[src/hw/rtl/kdar_pkg.sv]
package kdar_pkg;

    // Request kinds carried in s_tuser
    typedef enum logic [1:0] {
        REQ_SAMPLE = 2'd0,  // update with a new raw sample
        REQ_HOLD   = 2'd1,  // update, raw level unchanged
        REQ_CLEAR  = 2'd2,  // drop the sticky event flags
        REQ_NOP    = 2'd3   // report only
    } req_t;

    // Configuration register indexes
    localparam logic [1:0] REG_DEBOUNCE_TIME      = 2'd0;
    localparam logic [1:0] REG_FIRST_REPEAT_DELAY = 2'd1;
    localparam logic [1:0] REG_REPEAT_INTERVAL    = 2'd2;

    localparam int CFG_WIDTH  = 16;
    localparam int STAMP_WIDTH = 32;

    localparam logic [CFG_WIDTH-1:0] DEBOUNCE_TIME_RST      = 16'd20;
    localparam logic [CFG_WIDTH-1:0] FIRST_REPEAT_DELAY_RST = 16'd500;
    localparam logic [CFG_WIDTH-1:0] REPEAT_INTERVAL_RST    = 16'd100;

    // Sticky event flag positions
    localparam int FLAG_DOWN   = 0;
    localparam int FLAG_UP     = 1;
    localparam int FLAG_PRESS  = 2;
    localparam int FLAG_REPEAT = 3;

    // One key sample as it sits in the input register
    typedef struct packed {
        req_t                   req_type;
        logic [STAMP_WIDTH-1:0] now_time;
        logic                   raw_pressed;
    } key_item_t;

    // Reported status; key_held is the lowest bit
    typedef struct packed {
        logic stable_level;
        logic repeat_flag;
        logic press_flag;
        logic up_flag;
        logic down_flag;
        logic key_held;
    } key_result_t;

    // Configuration write
    typedef struct packed {
        logic                 wr_en;
        logic [1:0]           addr;
        logic [CFG_WIDTH-1:0] wr_data;
    } cfg_write_t;

endpackage

[src/hw/rtl/kdar_core.sv]
module kdar_core #(
    parameter int TIME_WIDTH = 32
) (
    input  logic                 aclk,
    input  logic                 aresetn,
    input  kdar_pkg::cfg_write_t cfg,
    input  logic                 step,
    input  kdar_pkg::key_item_t  item,
    output kdar_pkg::key_result_t result
);
    import kdar_pkg::*;

    // Configuration registers
    logic [CFG_WIDTH-1:0] debounce_time_reg;
    logic [CFG_WIDTH-1:0] first_repeat_delay_reg;
    logic [CFG_WIDTH-1:0] repeat_interval_reg;

    // Key state
    logic                  raw_level_reg, raw_level_next;
    logic                  debounced_reg, debounced_next;
    logic                  held_reg, held_next;
    logic [TIME_WIDTH-1:0] last_change_reg, last_change_next;
    logic [TIME_WIDTH-1:0] next_repeat_reg, next_repeat_next;
    logic [3:0]            flags_reg, flags_next;

    logic [63:0]           now_wide;
    logic [TIME_WIDTH-1:0] now_t;
    logic [TIME_WIDTH-1:0] elapsed;
    logic [TIME_WIDTH-1:0] to_deadline;
    logic                  level;
    logic                  deadline_hit;

    // Timestamp taken modulo 2^TIME_WIDTH
    assign now_wide = 64'(item.now_time);
    assign now_t    = now_wide[TIME_WIDTH-1:0];

    // Configuration writes; index 3 is ignored
    always_ff @(posedge aclk) begin
        if (!aresetn) begin
            debounce_time_reg      <= DEBOUNCE_TIME_RST;
            first_repeat_delay_reg <= FIRST_REPEAT_DELAY_RST;
            repeat_interval_reg    <= REPEAT_INTERVAL_RST;
        end else if (cfg.wr_en) begin
            case (cfg.addr)
                REG_DEBOUNCE_TIME:      debounce_time_reg      <= cfg.wr_data;
                REG_FIRST_REPEAT_DELAY: first_repeat_delay_reg <= cfg.wr_data;
                REG_REPEAT_INTERVAL:    repeat_interval_reg    <= cfg.wr_data;
                default: ;
            endcase
        end
    end

    // Debounce and repeat update for one item
    always_comb begin
        level            = (item.req_type == REQ_SAMPLE) ? item.raw_pressed : raw_level_reg;
        raw_level_next   = raw_level_reg;
        debounced_next   = debounced_reg;
        held_next        = held_reg;
        last_change_next = last_change_reg;
        next_repeat_next = next_repeat_reg;
        flags_next       = flags_reg;

        // raw change restarts the debounce timer
        last_change_next = (level != raw_level_reg) ? now_t : last_change_reg;
        elapsed          = now_t - last_change_next;
        to_deadline      = now_t - next_repeat_reg;
        deadline_hit     = !to_deadline[TIME_WIDTH-1];

        case (item.req_type)
            REQ_CLEAR: begin
                last_change_next = last_change_reg;
                flags_next       = 4'd0;
            end
            REQ_SAMPLE, REQ_HOLD: begin
                raw_level_next = level;
                if (64'(elapsed) >= 64'(debounce_time_reg)) begin
                    debounced_next = level;
                end
                if (debounced_next) begin
                    if (!held_reg) begin
                        held_next                = 1'b1;
                        next_repeat_next         = now_t
                                                 + TIME_WIDTH'(first_repeat_delay_reg);
                        flags_next[FLAG_DOWN]    = 1'b1;
                        flags_next[FLAG_PRESS]   = 1'b1;
                    end else if (deadline_hit) begin
                        next_repeat_next         = now_t
                                                 + TIME_WIDTH'(repeat_interval_reg);
                        flags_next[FLAG_REPEAT]  = 1'b1;
                        flags_next[FLAG_PRESS]   = 1'b1;
                    end
                end else if (held_reg) begin
                    held_next            = 1'b0;
                    next_repeat_next     = '0;
                    flags_next[FLAG_UP]  = 1'b1;
                end
            end
            default: begin
                last_change_next = last_change_reg;
            end
        endcase
    end

    // State registers advance once per item
    always_ff @(posedge aclk) begin
        if (!aresetn) begin
            raw_level_reg   <= 1'b0;
            debounced_reg   <= 1'b0;
            held_reg        <= 1'b0;
            last_change_reg <= '0;
            next_repeat_reg <= '0;
            flags_reg       <= 4'd0;
        end else if (step) begin
            raw_level_reg   <= raw_level_next;
            debounced_reg   <= debounced_next;
            held_reg        <= held_next;
            last_change_reg <= last_change_next;
            next_repeat_reg <= next_repeat_next;
            flags_reg       <= flags_next;
        end
    end

    // Status after this item is applied
    assign result.key_held     = held_next;
    assign result.down_flag    = flags_next[FLAG_DOWN];
    assign result.up_flag      = flags_next[FLAG_UP];
    assign result.press_flag   = flags_next[FLAG_PRESS];
    assign result.repeat_flag  = flags_next[FLAG_REPEAT];
    assign result.stable_level = debounced_next;

endmodule

[src/hw/rtl/key_debounce_autorepeat.sv]
// Key debouncer with typematic auto-repeat. Each input transfer carries a request kind
// in s_tuser (0 new raw sample, 1 update keeping the last raw level, 2 clear the sticky
// flags, 3 report only) and a timestamp plus raw level in s_tdata; every transfer gives
// exactly one status transfer on m_tdata with the state after that item. An item is
// captured in an input register; once the output register is free or m_tready is high,
// the debounce and repeat logic updates the key state and loads the output register.
// One item is taken every cycle while m_tready is high. Timestamps wrap modulo
// 2^TIME_WIDTH and the repeat deadline uses a wrap-safe signed difference. The user
// must write configuration (debounce time, first repeat delay, repeat interval) via
// cfg_wr_en/cfg_addr/cfg_wr_data only while idle; the block does not enforce this.
module key_debounce_autorepeat #(
    parameter int TIME_WIDTH = 32
) (
    input  logic        aclk,
    input  logic        aresetn,
    // configuration write port
    input  logic        cfg_wr_en,
    input  logic [1:0]  cfg_addr,
    input  logic [15:0] cfg_wr_data,
    // input channel
    input  logic        s_tvalid,
    output logic        s_tready,
    input  logic [39:0] s_tdata,   // [31:0] now_time, [32] raw_pressed, rest zero
    input  logic [1:0]  s_tuser,   // [1:0] req_type
    // result channel
    output logic        m_tvalid,
    input  logic        m_tready,
    output logic [7:0]  m_tdata    // [0] key_held, [1] down_flag, [2] up_flag,
                                   // [3] press_flag, [4] repeat_flag, [5] stable_level
);
    import kdar_pkg::*;

    logic        in_valid_reg;
    key_item_t   in_item_reg;
    logic        out_valid_reg;
    key_result_t out_result_reg;
    key_result_t core_result;
    cfg_write_t  cfg;
    logic        advance;

    assign cfg.wr_en   = cfg_wr_en;
    assign cfg.addr    = cfg_addr;
    assign cfg.wr_data = cfg_wr_data;

    // item moves from input register to output register when the output frees up
    assign advance  = in_valid_reg && (!out_valid_reg || m_tready);
    assign s_tready = !in_valid_reg || advance;

    // Input register
    always_ff @(posedge aclk) begin
        if (!aresetn) begin
            in_valid_reg <= 1'b0;
        end else if (s_tready) begin
            in_valid_reg <= s_tvalid;
        end
    end

    always_ff @(posedge aclk) begin
        if (s_tvalid && s_tready) begin
            in_item_reg.req_type    <= req_t'(s_tuser);
            in_item_reg.now_time    <= s_tdata[STAMP_WIDTH-1:0];
            in_item_reg.raw_pressed <= s_tdata[STAMP_WIDTH];
        end
    end

    kdar_core #(
        .TIME_WIDTH(TIME_WIDTH)
    ) u_core (
        .aclk    (aclk),
        .aresetn (aresetn),
        .cfg     (cfg),
        .step    (advance),
        .item    (in_item_reg),
        .result  (core_result)
    );

    // Output register
    always_ff @(posedge aclk) begin
        if (!aresetn) begin
            out_valid_reg <= 1'b0;
        end else if (advance) begin
            out_valid_reg <= 1'b1;
        end else if (m_tready) begin
            out_valid_reg <= 1'b0;
        end
    end

    always_ff @(posedge aclk) begin
        if (advance) begin
            out_result_reg <= core_result;
        end
    end

    assign m_tvalid = out_valid_reg;
    assign m_tdata  = {2'b00, out_result_reg};

endmodule
[config.mk]
export PLATFORM = sky130hd
export DESIGN_NAME = key_debounce_autorepeat
export DESIGN_NICKNAME = d
export VERILOG_FILES = /design/src/hw/rtl/kdar_pkg.sv /design/src/hw/rtl/kdar_core.sv /design/src/hw/rtl/key_debounce_autorepeat.sv
export SDC_FILE = /design/constraint.sdc
export NUM_CORES = 1
export LEC_CHECK = 0
export BUFFER_PORTS_ARGS = -buffer_cell sky130_fd_sc_hd__buf_2
export CAP_MARGIN = 30
export CORE_AREA = 2 2 212 130
export CTS_CLUSTER_SIZE = 20
export DETAILED_ROUTE_END_ITERATION = 6
export DIE_AREA = 0 0 214 132
export GPL_TIMING_DRIVEN = 1
export PLACE_DENSITY = 0.68
export SYNTH_ARGS = -nofsm -noshare
export SYNTH_HDL_FRONTEND = slang
export SYNTH_SLANG_ARGS = --single-unit
[constraint.sdc]
create_clock -name aclk -period 7.8 [get_ports aclk]
set_input_delay 0.78 -clock aclk [delete_from_list [all_inputs] [get_ports aclk]]
set_output_delay 0.78 -clock aclk [all_outputs]
set_load 0.005 [all_outputs]
After elaboration in Yosys (flattened, before gate mapping) --
Cells that the tools add are included.
Word-level totals: bits in registers 162, input port bits 65, output and inout bits 10, logic and storage cells 69
Cells by class: add/subtract/negate cells 4, magnitude comparators 1, equal/unequal tests 6, multiplexer cells 22, reductions and logical operators 16
Operators by type and width (number):
- $mux 32 | 5
- $add 32x16->32 | 2
- $sub 32x32->32 | 2
- $ge 32x16->1 | 1
- $mux 1 | 14
- $pmux 4 s2 | 1
- $reduce_and 2->1 | 4
- $eq 2x1->1 const B | 2
- $eq 2x2->1 const B | 2
- $logic_not 2->1 | 2
- $mux 2 | 2
- $reduce_and 4->1 | 1
- $reduce_bool 2->1 | 2
- $ne 3x3->1 const B | 1
- $logic_and 1x1->1 | 2
- $logic_not 1->1 | 2
- $logic_or 1x1->1 | 2
- $reduce_or 2->1 | 1
- $ne 1x1->1 | 1

Logic depth before layout (Yosys ltp) --
Gate-level depths: netlist of the first run.
word-level depth 10, mapped depth 31, gate-level depth less buffers 25

Cells and area by module --
A second synthesis of the first run with hierarchy kept.
Second synthesis, totals: cell total of the unflattened synthesis 1265, area total of the unflattened synthesis 10742.8 µm²
Modules (own cells, without submodules):
- kdar_core | instances 1, cells each 1212, area each 9389.0 µm², seq. area each 2382.3 µm²
- key_debounce_autorepeat | instances 1, cells each 53, area each 1353.8 µm², seq. area each 1271.2 µm²

Worst setup path after synthesis of the first run --
Ideal clock, no wire load.
path type register to register, start point register in_item_reg[34] in the netlist's numbering, end point register out_result_reg (netlist bit m_tdata[3]), data pin, library setup time 0.262 ns, arrival 5.993 ns, required time 7.538 ns, slack 1.545 ns, cell stages (with the launch flop) 30, buffers on the path 5, clock period less this slack 6.255 ns, path through edfxtp_1 -> buf_2 -> nor2_1 -> nand2_1 -> buf_2 -> clkbuf_1 -> clkbuf_1 -> o21ai_0 -> ha_1 -> inv_1 -> ha_1 -> nor4_4 -> nand2_1 -> a221o_1 -> xnor2_1 -> a21boi_0 -> ha_1 -> a21o_1 -> a21oi_1 -> and3_1 -> o21ai_0 -> a221oi_1 -> o2111ai_1 -> a2111o_1 -> nor4_2 -> nand2_1 -> mux2i_1 -> buf_2 -> or2_1 -> o21ai_0
RTL lines:
- from (decl) | line key_debounce_autorepeat.sv:34 | key_item_t in_item_reg;
- to (signal assigned) | line key_debounce_autorepeat.sv:90 | out_result_reg <= core_result;
- to (decl) | line key_debounce_autorepeat.sv:36 | key_result_t out_result_reg;

Worst setup path after layout of the first run --
start point register in_item_reg[34] in the netlist's numbering, end point register u_core.next_repeat_reg[8]
On the way: word-level cells in the longest chain between the ends 10, elaborated cells on any way between the ends 14, classes of those cells add/sub (1); order compare (1); eq/ne (3); mux (5); reduce/logical (4)
Ends and longest elaborated chain:
- $logic_not 2->1 | line kdar_core.sv:55, kdar_core.sv:69
- $mux 1 | line kdar_core.sv:55 | level = (item.req_type == REQ_SAMPLE) ? item.raw_pressed : raw_level_reg;
- $ne 1x1->1 | line kdar_core.sv:64 | last_change_next = (level != raw_level_reg) ? now_t : last_change_reg;
- $mux 32 | line kdar_core.sv:64
- $sub 32x32->32 | line kdar_core.sv:65 | elapsed = now_t - last_change_next;
- $ge 32x16->1 | line kdar_core.sv:76 | if (64'(elapsed) >= 64'(debounce_time_reg)) begin
- $mux 1 | line kdar_core.sv:76
- $mux 1 | line kdar_core.sv:69 | case (item.req_type)
- $ne 3x3->1 (no line) or $reduce_bool 2->1 (tied branches)
- $reduce_and 4->1 (no line)
- to (signal assigned) | line kdar_core.sv:118 | next_repeat_reg <= next_repeat_next;
- to (decl) | line kdar_core.sv:23 | logic [TIME_WIDTH-1:0] next_repeat_reg, next_repeat_next;
Parallel ways exist; a longest one is shown, timed or not. The select of a mux whose other input is x is not followed. A chain may end at the register's enable or synchronous reset.

==> results.sh, run 1 <==
export IMPL_status="completed"
export IMPL_final_common_cell="nand2_1"
export IMPL_clk_transition_reported_paths_ns=0.07
export IMPL_grt_ovfl_total=0
export IMPL_htreeDepth=4
export IMPL_cts_tree="built"
export IMPL_drtIter0Drc=838
export IMPL_crit_path_end_kind="flop"
export IMPL_grt_pass1_wl_um=45600
export IMPL_max_cap_violations=0
export IMPL_hold_buffers=0
export IMPL_cts_made_buffers=17
export IMPL_crit_buf_inv=3
export IMPL_powerDensity_mw_per_mm2=180
export IMPL_irDropWorstVdd_mv=0.150
export IMPL_grt_total_usage_pct=20.3
export IMPL_critical_path_max_stage_delay_ns=0.52
export IMPL_rows=46
export IMPL_ys_ff_latch=162
export IMPL_cts_root_buf="clkbuf_16"
export IMPL_die_w_um=214
export IMPL_postCtsSetupRepairBufs=0
export IMPL_ant_nets=0
export IMPL_max_freq_mhz=143
export IMPL_grt_antenna_before_repair=0
export IMPL_min_path_type="flop to flop"
export IMPL_startpoint="in_item_reg[34]$_DFFE_PP_"
export IMPL_tns_ns=0
export IMPL_vias=9116
export IMPL_first_global_vias=8515
export IMPL_wl_um=28300
export IMPL_wl_met3_um=2020
export IMPL_yosysUniqueCellTypes=80
export IMPL_fin_crit_sh_pct=89.7
export IMPL_worst_ep_required_time_ns=8.16
export IMPL_layout_common_cells="nand2_1, a21oi_1, dfxtp_1"
export IMPL_met1_length_um=15000
export IMPL_async_flop_share_pct=0
export IMPL_holdPathStages=2
export IMPL_hold_end="u_core.last_change_reg[13]$_SDFFE_PN0P_"
export IMPL_power_leakage_uw=0.00429
export IMPL_topRoutingLayerUsed="met4"
export IMPL_yosysWarnings=0
export IMPL_io_pins=75
export IMPL_largest_reg_flops=35
export IMPL_dr_wl_met2_um=11100
export IMPL_routedWlPerCell_um=17.2
export IMPL_min_period_ns=6.99
export IMPL_die_height_um=132
export IMPL_path_max_fanout=29
export IMPL_syn_area_per_cell_um2=8.45
export IMPL_path_delay_family="compound AO/OA/AOI/OAI gates"
export IMPL_rrSetupSlack_ns=0.81
export IMPL_slew_viol_final=0
export IMPL_cp_data_arrival_time_ns=7.36
export IMPL_cp_start_kind="flop"
export IMPL_tightest_slew_ns=0.958
export IMPL_timing_rr_end="u_core.next_repeat_reg[8]$_SDFFE_PN0P_"
export IMPL_synthFlopType="dfxtp_1"
export IMPL_hold_viol_final=0
export IMPL_clkLatencyLatePin_ns=0.44
export IMPL_worstHoldStart="u_core.last_change_reg[13]$_SDFFE_PN0P_"
export IMPL_synth_edff_count=41
export IMPL_finalWorstSetupSlack_ns=0.806
export IMPL_rsz0062_at_grt="false"
export IMPL_viasPerCell=5.53
export IMPL_holdWs_ns=0.455
export IMPL_route_detailed_drc=0
export IMPL_slowest_stage="edfxtp_1"
export IMPL_clock_sinks=162
export IMPL_slew_headroom_pct=35.8
export IMPL_post_dp_hpwl_um=21600
export IMPL_diodes=0
export IMPL_place_gp_congestion=0.929
export IMPL_first_pass_iters=7
export IMPL_synthCells=1229
export IMPL_die_area_mm2=0.0282
export IMPL_reg2regPathDepth=26
export IMPL_fin_nets=1423
export IMPL_synth_seq_area_share_pct=35.2
export IMPL_syn_to_final_growth_pct=11.9
export IMPL_grt_max_degree=76
export IMPL_port_buffers=65
export IMPL_ctsResizeCount=0
export IMPL_finalSetupViolations=0
export IMPL_synth_area_mm2=0.0104
export IMPL_place_ws_ns=0.896
export IMPL_path_class="flop to flop"
export IMPL_coreArea_mm2=0.0262
export IMPL_cts_buffer_depth=2
export IMPL_start_util_pct=39.7
export IMPL_worstReg2RegStart="in_item_reg[34]$_DFFE_PP_"
export IMPL_drive_gt1_share_pct=11.9
export IMPL_clock_skew_ns=0.0134
[kinds of logic (layout without fill, tap and decap cells)]
kind of cell    after synthesis  count (layout)  synth area share [%]
compound gates              333             333                  22.0
buf+inv                     121             178                  4.61
xor+xnor                     51              51                  4.37
other cells                   1               2                0.0361
fa+ha+maj                    86              86                  10.4
flops                       162             162                  35.2
simple gates                436             436                  19.5
mux                          39              39                  3.96
[worst max path at each step]
stage / cells past startpoint / to / slack (ns)
floorplan: 29 / m_tdata[3]$_DFFE_PP_ / 1.55
global route: 26 / u_core.next_repeat_reg[17]$_SDFFE_PN0P_ / 0.28
CTS: 26 / u_core.next_repeat_reg[8]$_SDFFE_PN0P_ / 0.85
detailed placement: 26 / u_core.next_repeat_reg[13]$_SDFFE_PN0P_ / 0.90
global placement: 26 / u_core.next_repeat_reg[31]$_SDFFE_PN0P_ / 1.03
finish: 26 / u_core.next_repeat_reg[8]$_SDFFE_PN0P_ / 0.81
[power breakdown]
group	internal [uW]	total [uW]	switching (uW)
clock	440	815	374
sequential	888	920	31.9
combinational	144	360	216
[metrics by stage]
stage                     cells  utilization, %  instance area (um2)  power (uW)
after detailed placement   1615            42.3                11100        1290
after global routing       1647            44.4                11600        2190
after floorplan            1230               -                10400        1180
after CTS                  1647            44.4                11600        2100
final                      1647            44.4                11600        2090
after global placement     1614            42.2                11000        1280
[layer usage]
metal	track usage, %	vias to the layer above
met5	0	-
met4	3.77	0
met3	4.38	17
met2	28.2	277
met1	31.6	4327
li1	-	4495
[worst register-to-register path, delay by kind of cell, from the launching register on]
family,cells,cell delay (ns)
AOI/OAI and AO/OA,11,2.79
xor gates and xnor gates,1,0.15
adders and majority gates,3,0.85
buffers and inverters,3,0.72
DFF,1,0.52
muxes,1,0.14
and+or+nand+nor,7,1.72
[area by class of cell]
type | instances | area [um2]
fill | 2535 | 14600
multi-input combinational | 947 | 6280
sequential | 162 | 3650
clock buffer | 20 | 468
tap | 360 | 450
timing repair buffer | 76 | 420
inverter | 70 | 263
clock inverter | 12 | 93.8
[cells in the mapped netlist (8+ instances only)]
library cell | instances | area (um2)
nor2b_1 | 14 | 87.6
o21ai_0 | 40 | 200
a31oi_1 | 9 | 56.3
a21o_1 | 24 | 180
o211ai_1 | 12 | 90.1
nand3_1 | 29 | 145
o2bb2ai_2 | 10 | 150
nor2_1 | 58 | 218
nand2b_1 | 22 | 138
o21a_1 | 18 | 135
xnor2_1 | 31 | 272
edfxtp_1 | 41 | 1230
o2bb2ai_1 | 19 | 166
or3_1 | 8 | 50.1
a21oi_1 | 122 | 611
clkbuf_1 | 40 | 150
nor3_1 | 22 | 110
mux2_2 | 17 | 191
xor2_1 | 19 | 166
inv_1 | 70 | 263
nand2_1 | 223 | 837
mux2i_1 | 22 | 220
nand4_1 | 13 | 81.3
o21bai_1 | 9 | 67.6
ha_1 | 83 | 1040
dfxtp_1 | 121 | 2420
Power figures use the tool's default switching activity.
==> run 2, diff against run 1 <==
--- a/config.mk
+++ b/config.mk
@@ -12,7 +12,7 @@
 export DETAILED_ROUTE_END_ITERATION = 6
 export DIE_AREA = 0 0 214 132
 export GPL_TIMING_DRIVEN = 1
-export PLACE_DENSITY = 0.68
+export PLACE_DENSITY = 0.7
 export SYNTH_ARGS = -nofsm -noshare
 export SYNTH_HDL_FRONTEND = slang
 export SYNTH_SLANG_ARGS = --single-unit
==> constraint.sdc (replaced) <==
create_clock -name aclk -period 5.85 [get_ports aclk]
set_input_delay 0.585 -clock aclk [delete_from_list [all_inputs] [get_ports aclk]]
set_output_delay 0.585 -clock aclk [all_outputs]
set_load 0.005 [all_outputs]
==> run 2 against run 1 <==
  * Clock skew decreased by 0.0027 ns
  * Worst hold slack got worse by 0.16 ns
  * Register-to-register slack got worse by 0.68 ns
  * Maximum frequency increased by 22%
  * Global-route usage increased by 0.65 points
  * Final cell count increased by 2.1%
  * Critical endpoint is now u_core.next_repeat_reg[16]$_SDFFE_PN0P_
==> results.sh, run 2 (synthesis results as in run 1) <==
export IMPL_clock_sinks=162
export IMPL_first_global_vias=8816
export IMPL_route_detailed_drc=0
export IMPL_clockPowerShare_pct=40.3
export IMPL_diodes=0
export IMPL_cp_data_arrival_time_ns=6.12
export IMPL_max_cap_violations=0
export IMPL_power_frac_comb_pct=18.0
export IMPL_power_internal_uw=2070
export IMPL_p_sw_uw=869
export IMPL_rows=46
export IMPL_cts_tree="built"
export IMPL_cts_buffer_depth=2
export IMPL_die_height_um=132
export IMPL_drtIter0Drc=951
export IMPL_power_leakage_uw=0.00455
export IMPL_grt_ovfl_total=0
export IMPL_switching_share_pct=29.6
export IMPL_largest_reg_flops=35
export IMPL_first_pass_iters=5
export IMPL_vias=9395
export IMPL_cts_made_buffers=17
export IMPL_hold_viol_final=0
export IMPL_clkLatencyLatePin_ns=0.46
export IMPL_ant_nets=0
export IMPL_place_gp_congestion=0.959
export IMPL_irDropWorstVdd_mv=0.296
export IMPL_final_common_cell="nand2_1"
export IMPL_routedWlPerCell_um=17.8
export IMPL_wl_um=30000
export IMPL_port_buffers=65
export IMPL_min_path_type="primary input to flop"
export IMPL_io_pins=75
export IMPL_min_period_ns=5.72
export IMPL_viasPerCell=5.59
export IMPL_cts_root_buf="clkbuf_16"
export IMPL_die_w_um=214
export IMPL_powerDensity_mw_per_mm2=242
export IMPL_max_freq_mhz=175
export IMPL_status="completed"
export IMPL_cp_start_kind="flop"
export IMPL_htreeDepth=4
export IMPL_slew_headroom_pct=27.2
export IMPL_clock_skew_ns=0.0107
export IMPL_layout_common_cells="nand2_1, dfxtp_1, a21oi_1"
export IMPL_tightest_slew_ns=1.09
export IMPL_fin_nets=1457
export IMPL_finalPower_uw=2940
export IMPL_grt_max_degree=75
export IMPL_dpl_cell_area_mm2=0.0112
export IMPL_place_ws_ns=0.0540
export IMPL_fin_crit_sh_pct=97.9
export IMPL_rsz0062_at_grt="true"
export IMPL_grt_total_usage_pct=20.9
export IMPL_seq_power_share_pct=41.7
export IMPL_crit_path_end_kind="flop"
export IMPL_finalSetupViolations=0
export IMPL_worst_ep_required_time_ns=6.24
export IMPL_path_class="flop to flop"
export IMPL_start_util_pct=39.7
export IMPL_design_area_mm2=0.0122
export IMPL_die_area_mm2=0.0282
export IMPL_drive_gt1_share_pct=16.1
export IMPL_coreArea_mm2=0.0262
export IMPL_post_dp_hpwl_um=21900
export IMPL_path_max_fanout=8
export IMPL_grt_antenna_before_repair=0
export IMPL_clk_transition_reported_paths_ns=0.07
export IMPL_slew_viol_final=0
export IMPL_syn_to_final_growth_pct=17.2
export IMPL_finalWorstSetupSlack_ns=0.125
export IMPL_grt_pass1_wl_um=46900
## run 2: final timing paths
kind | start | to | depth (start not counted) | slack [ns]
worst min register to register | u_core.last_change_reg[27]$_SDFFE_PN0P_ | u_core.last_change_reg[27]$_SDFFE_PN0P_ | 2 | 0.45
worst min-delay path | s_tdata[1] | in_item_reg[2]$_DFFE_PP_ | 1 | 0.30
worst max-delay path | in_item_reg[0]$_DFFE_PP_ | u_core.next_repeat_reg[16]$_SDFFE_PN0P_ | 27 | 0.13
worst max register to register | in_item_reg[0]$_DFFE_PP_ | u_core.next_repeat_reg[16]$_SDFFE_PN0P_ | 27 | 0.13
## run 2: cell type report
| class | count | area, um2 |
|---|---|---|
| clock buffers | 18 | 450 |
| repair buffers | 110 | 756 |
| fillers | 2545 | 14000 |
| well taps | 360 | 450 |
| clock inverters | 14 | 165 |
| inverters | 70 | 263 |
| flip-flops and latches | 162 | 3650 |
| multi-input cells | 947 | 6440 |
## run 2: power by group through the flow
stage / clock (uW) / combinational (uW) / sequential (uW)
final: 1180 / 530 / 1230
after global routing: 1250 / 582 / 1230
after CTS: 1200 / 489 / 1220
after detailed placement: 0 / 485 / 1250
after global placement: 0 / 473 / 1250
after floorplan: 0 / 343 / 1230
## run 2: worst max-delay path, stage by stage (launching register included)
cell	delay, ns
edfxtp_1	0.47
xor2_2	0.24
nand2_2	0.13
o21ai_2	0.16
ha_2	0.21
inv_2	0.05
ha_4	0.16
nor4_4	0.36
nand2_1	0.12
a221o_1	0.37
xnor2_1	0.17
a21boi_1	0.10
ha_1	0.35
a21o_1	0.18
a21oi_2	0.14
and3_1	0.19
o21ai_2	0.08
a221oi_2	0.24
o2111ai_1	0.13
a2111o_1	0.35
nor4_4	0.26
nand2_1	0.11
mux2i_1	0.13
buf_4	0.15
a311oi_4	0.33
buf_12	0.19
buf_12	0.16
o2bb2ai_4	0.11
## run 2: routing by layer
metal / track usage [%] / vias up / routed length [um]
li1: - / 4559 / -
met1: 30.9 / 4489 / 15000
met2: 29.3 / 316 / 12000
met3: 6.83 / 31 / 2660
met4: 4.35 / 0 / 345
met5: 0 / - / 0
## run 2: through the flow
step | std cells | utilization [%] | hold WS (ns) | TNS [ns]
6_report | 1681 | 46.5 | 0.299 | 0
5_1_grt | 1681 | 46.5 | 0.278 | -5.79
4_1_cts | 1665 | 45.2 | 0.281 | 0
3_5_place_dp | 1633 | 42.9 | 0.446 | 0
3_3_place_gp | 1633 | 42.9 | 0.439 | 0
2_1_floorplan | 1230 | - | 0.423 | 0
## run 2: what timing repair did
item,CTS,global route
endpoints found under the hold margin,0,0
buffers inserted,0,12
hold buffers,0,0
setup endpoints to repair,0,41
resized for setup,0,33
==> run 3, diff against run 2 <==
--- a/config.mk
+++ b/config.mk
@@ -5,12 +5,13 @@
 export SDC_FILE = /design/constraint.sdc
 export NUM_CORES = 1
 export LEC_CHECK = 0
+export ABC_AREA = 1
 export BUFFER_PORTS_ARGS = -buffer_cell sky130_fd_sc_hd__buf_2
 export CAP_MARGIN = 30
-export CORE_AREA = 2 2 212 130
+export CORE_AREA = 2 2 220 135
 export CTS_CLUSTER_SIZE = 20
 export DETAILED_ROUTE_END_ITERATION = 6
-export DIE_AREA = 0 0 214 132
+export DIE_AREA = 0 0 222 137
 export GPL_TIMING_DRIVEN = 1
 export PLACE_DENSITY = 0.7
 export SYNTH_ARGS = -nofsm -noshare
==> run 3 against run 2 <==
  * Cell area is 2.1% higher
  * Area after synthesis is 8.2% higher
  * Clock power decreased by 5%
  * Worst hold slack gained 0.013 ns
  * Synthesized cell count up 36%
  * Non-clock buffer count fell by 32
  * Register-to-register slack improved by 0.34 ns
  * Critical path type unchanged
  * Largest power group unchanged
==> results.sh, run 3 <==
export IMPL_largest_reg_flops=35
export IMPL_place_gp_congestion=0.930
export IMPL_path_max_fanout=35
export IMPL_cts_buffer_depth=2
export IMPL_final_util_pct=43.8
export IMPL_tightest_slew_ns=1.03
export IMPL_min_period_ns=5.38
export IMPL_layout_common_cells="nand2_1, inv_1, a21oi_1"
export IMPL_synthCells=1670
export IMPL_vias=11000
export IMPL_synthFlopType="dfxtp_1"
export IMPL_final_common_cell="nand2_1"
export IMPL_crit_top_cell="nand2_1"
export IMPL_start_util_pct=39.6
export IMPL_yosysUniqueCellTypes=46
export IMPL_max_freq_mhz=186
export IMPL_port_buffers=65
export IMPL_powerDensity_mw_per_mm2=252
export IMPL_synthTopCellsByCount="nand2_1, inv_1, a21oi_1, nor2_1, o21ai_0"
export IMPL_routedWlPerCell_um=16.1
export IMPL_io_pins=75
export IMPL_critical_path_max_stage_delay_ns=0.52
export IMPL_dpl_cell_area_mm2=0.0119
export IMPL_cts_root_buf="clkbuf_16"
export IMPL_tns_ns=0
export IMPL_first_pass_iters=6
export IMPL_clockPowerShare_pct=35.7
export IMPL_ctsResizeCount=0
export IMPL_crit_path_end_kind="flop"
export IMPL_rows=48
export IMPL_clk_transition_reported_paths_ns=0.07
export IMPL_rsz0062_at_grt="false"
export IMPL_cts_made_buffers=17
export IMPL_yosysWarnings=0
export IMPL_netlist_top_cells_area="dfxtp_1, nand2_1, edfxtp_1, ha_1, inv_1"
export IMPL_synth_edff_count=41
export IMPL_fin_crit_sh_pct=92.0
export IMPL_die_area_mm2=0.0304
export IMPL_irDropWorstVdd_mv=0.202
export IMPL_post_dp_hpwl_um=26100
export IMPL_diodes=0
export IMPL_grt_pass1_wl_um=53100
export IMPL_slowest_stage="edfxtp_1"
export IMPL_cp_data_arrival_time_ns=5.71
export IMPL_htreeDepth=4
export IMPL_cp_start_kind="flop"
export IMPL_power_frac_comb_pct=24.4
export IMPL_postCtsSetupRepairBufs=0
export IMPL_grt_max_degree=86
export IMPL_coreArea_mm2=0.0284
export IMPL_grt_total_usage_pct=22.4
export IMPL_max_cap_violations=0
export IMPL_synth_seq_area_share_pct=32.5
export IMPL_min_path_type="primary input to flop"
export IMPL_fin_nets=1860
export IMPL_slew_viol_final=0
export IMPL_path_delay_family="simple AND/OR/NAND/NOR gates"
export IMPL_switching_share_pct=33.4
export IMPL_power_leakage_uw=0.00568
export IMPL_design_area_mm2=0.0124
export IMPL_p_sw_uw=1050
export IMPL_hold_viol_final=0
export IMPL_ant_nets=0
export IMPL_cts_tree="built"
export IMPL_syn_area_per_cell_um2=6.73
export IMPL_drive_gt1_share_pct=9.51
export IMPL_finalPower_uw=3140
export IMPL_worst_ep_required_time_ns=6.18
export IMPL_die_height_um=137
export IMPL_seq_power_share_pct=39.9
export IMPL_grt_ovfl_total=0
export IMPL_drtIter0Drc=1298
export IMPL_clock_sinks=162
export IMPL_grt_antenna_before_repair=0
export IMPL_first_global_vias=9940
export IMPL_crit_buf_inv=3
export IMPL_finalSetupViolations=0
export IMPL_power_internal_uw=2090
export IMPL_async_flop_share_pct=0
export IMPL_ys_ff_latch=162
export IMPL_hold_buffers=0
export IMPL_synth_largest_area_cell="dfxtp_1"
export IMPL_syn_to_final_growth_pct=10.6
export IMPL_synth_area_mm2=0.0112
export IMPL_clkLatencyLatePin_ns=0.44
export IMPL_status="completed"
export IMPL_route_detailed_drc=0
export IMPL_synth_top_area_share_pct=21.5
export IMPL_path_class="flop to flop"
export IMPL_die_w_um=222
export IMPL_holdWs_ns=0.313
export IMPL_viasPerCell=5.23
export IMPL_clock_skew_ns=0.0128
export IMPL_wl_um=33700
export IMPL_slew_headroom_pct=31.1
export IMPL_synthMostInstantiatedCell="nand2_1"
run 3: cell types whose count changed in the layout (fill, tap and decap cells not counted), sizes merged, moves of 22 or more:
| cell | delta |
|---|---|
| nand2 | +190 |
| inv | +178 |
| nor2 | +98 |
| nand3 | +94 |
| o21ai | +92 |
| buf | -30 |
| o2bb2ai | -29 |
| a21oi | +27 |
| xnor2 | -25 |
| nand4 | +23 |
| a21o | -22 |
| mux2i | -22 |
| nand2b | -22 |
run 3: power by group through the flow:
stage | Combinational, uW | Clock (uW) | Sequential (uW)
after detailed placement | 747 | 0 | 1270
after global placement | 729 | 0 | 1270
final | 766 | 1120 | 1250
after floorplan | 553 | 0 | 1250
after CTS | 754 | 1130 | 1250
after global routing | 866 | 1180 | 1260
run 3: final cells by class:
class                           instances  area, um2
Fill cell                            2862      16000
Multi-Input combinational cell       1199       6360
Sequential cell                       162       3650
Inverter                              253        950
Tap cell                              375        469
Timing Repair Buffer                   78        435
Clock buffer                           19        433
Clock inverter                         13        135
run 3: final timing paths:
path / depth (start not counted) / slack (ns) / to / start
worst max-delay path: 32 / 0.47 / u_core.next_repeat_reg[6]$_SDFFE_PN0P_ / in_item_reg[34]$_DFFE_PP_
worst min-delay path: 1 / 0.31 / in_item_reg[33]$_DFFE_PP_ / s_tuser[0]
worst max register to register: 32 / 0.47 / u_core.next_repeat_reg[6]$_SDFFE_PN0P_ / in_item_reg[34]$_DFFE_PP_
worst min register to register: 2 / 0.45 / u_core.last_change_reg[14]$_SDFFE_PN0P_ / u_core.last_change_reg[14]$_SDFFE_PN0P_
run 3: through the flow:
stage | setup slack, ns | instances
CTS | 0.551 | 2099
global placement | 0.680 | 2067
global route | 0.0346 | 2099
detailed placement | 0.589 | 2067
floorplan | 1.38 | 1671
finish | 0.470 | 2099
run 3: kinds of logic after synthesis:
logic type	after synthesis	synth area share [%]
xor+xnor	20	1.56
fa+ha+maj	84	9.41
simple gates	777	30.6
other cells	1	0.0333
flops	162	32.5
buf+inv	310	11.0
compound gates	316	14.8
run 3: metal layers:
metal	routed length (um)	vias up	share of wire, %	global-route usage [%]
met5	0	-	0	0
met4	489	0	1.4	5.89
met3	2970	30	8.8	4.40
met2	13200	414	39	31.8
met1	17100	5003	51	34.1
li1	-	5539	-	-
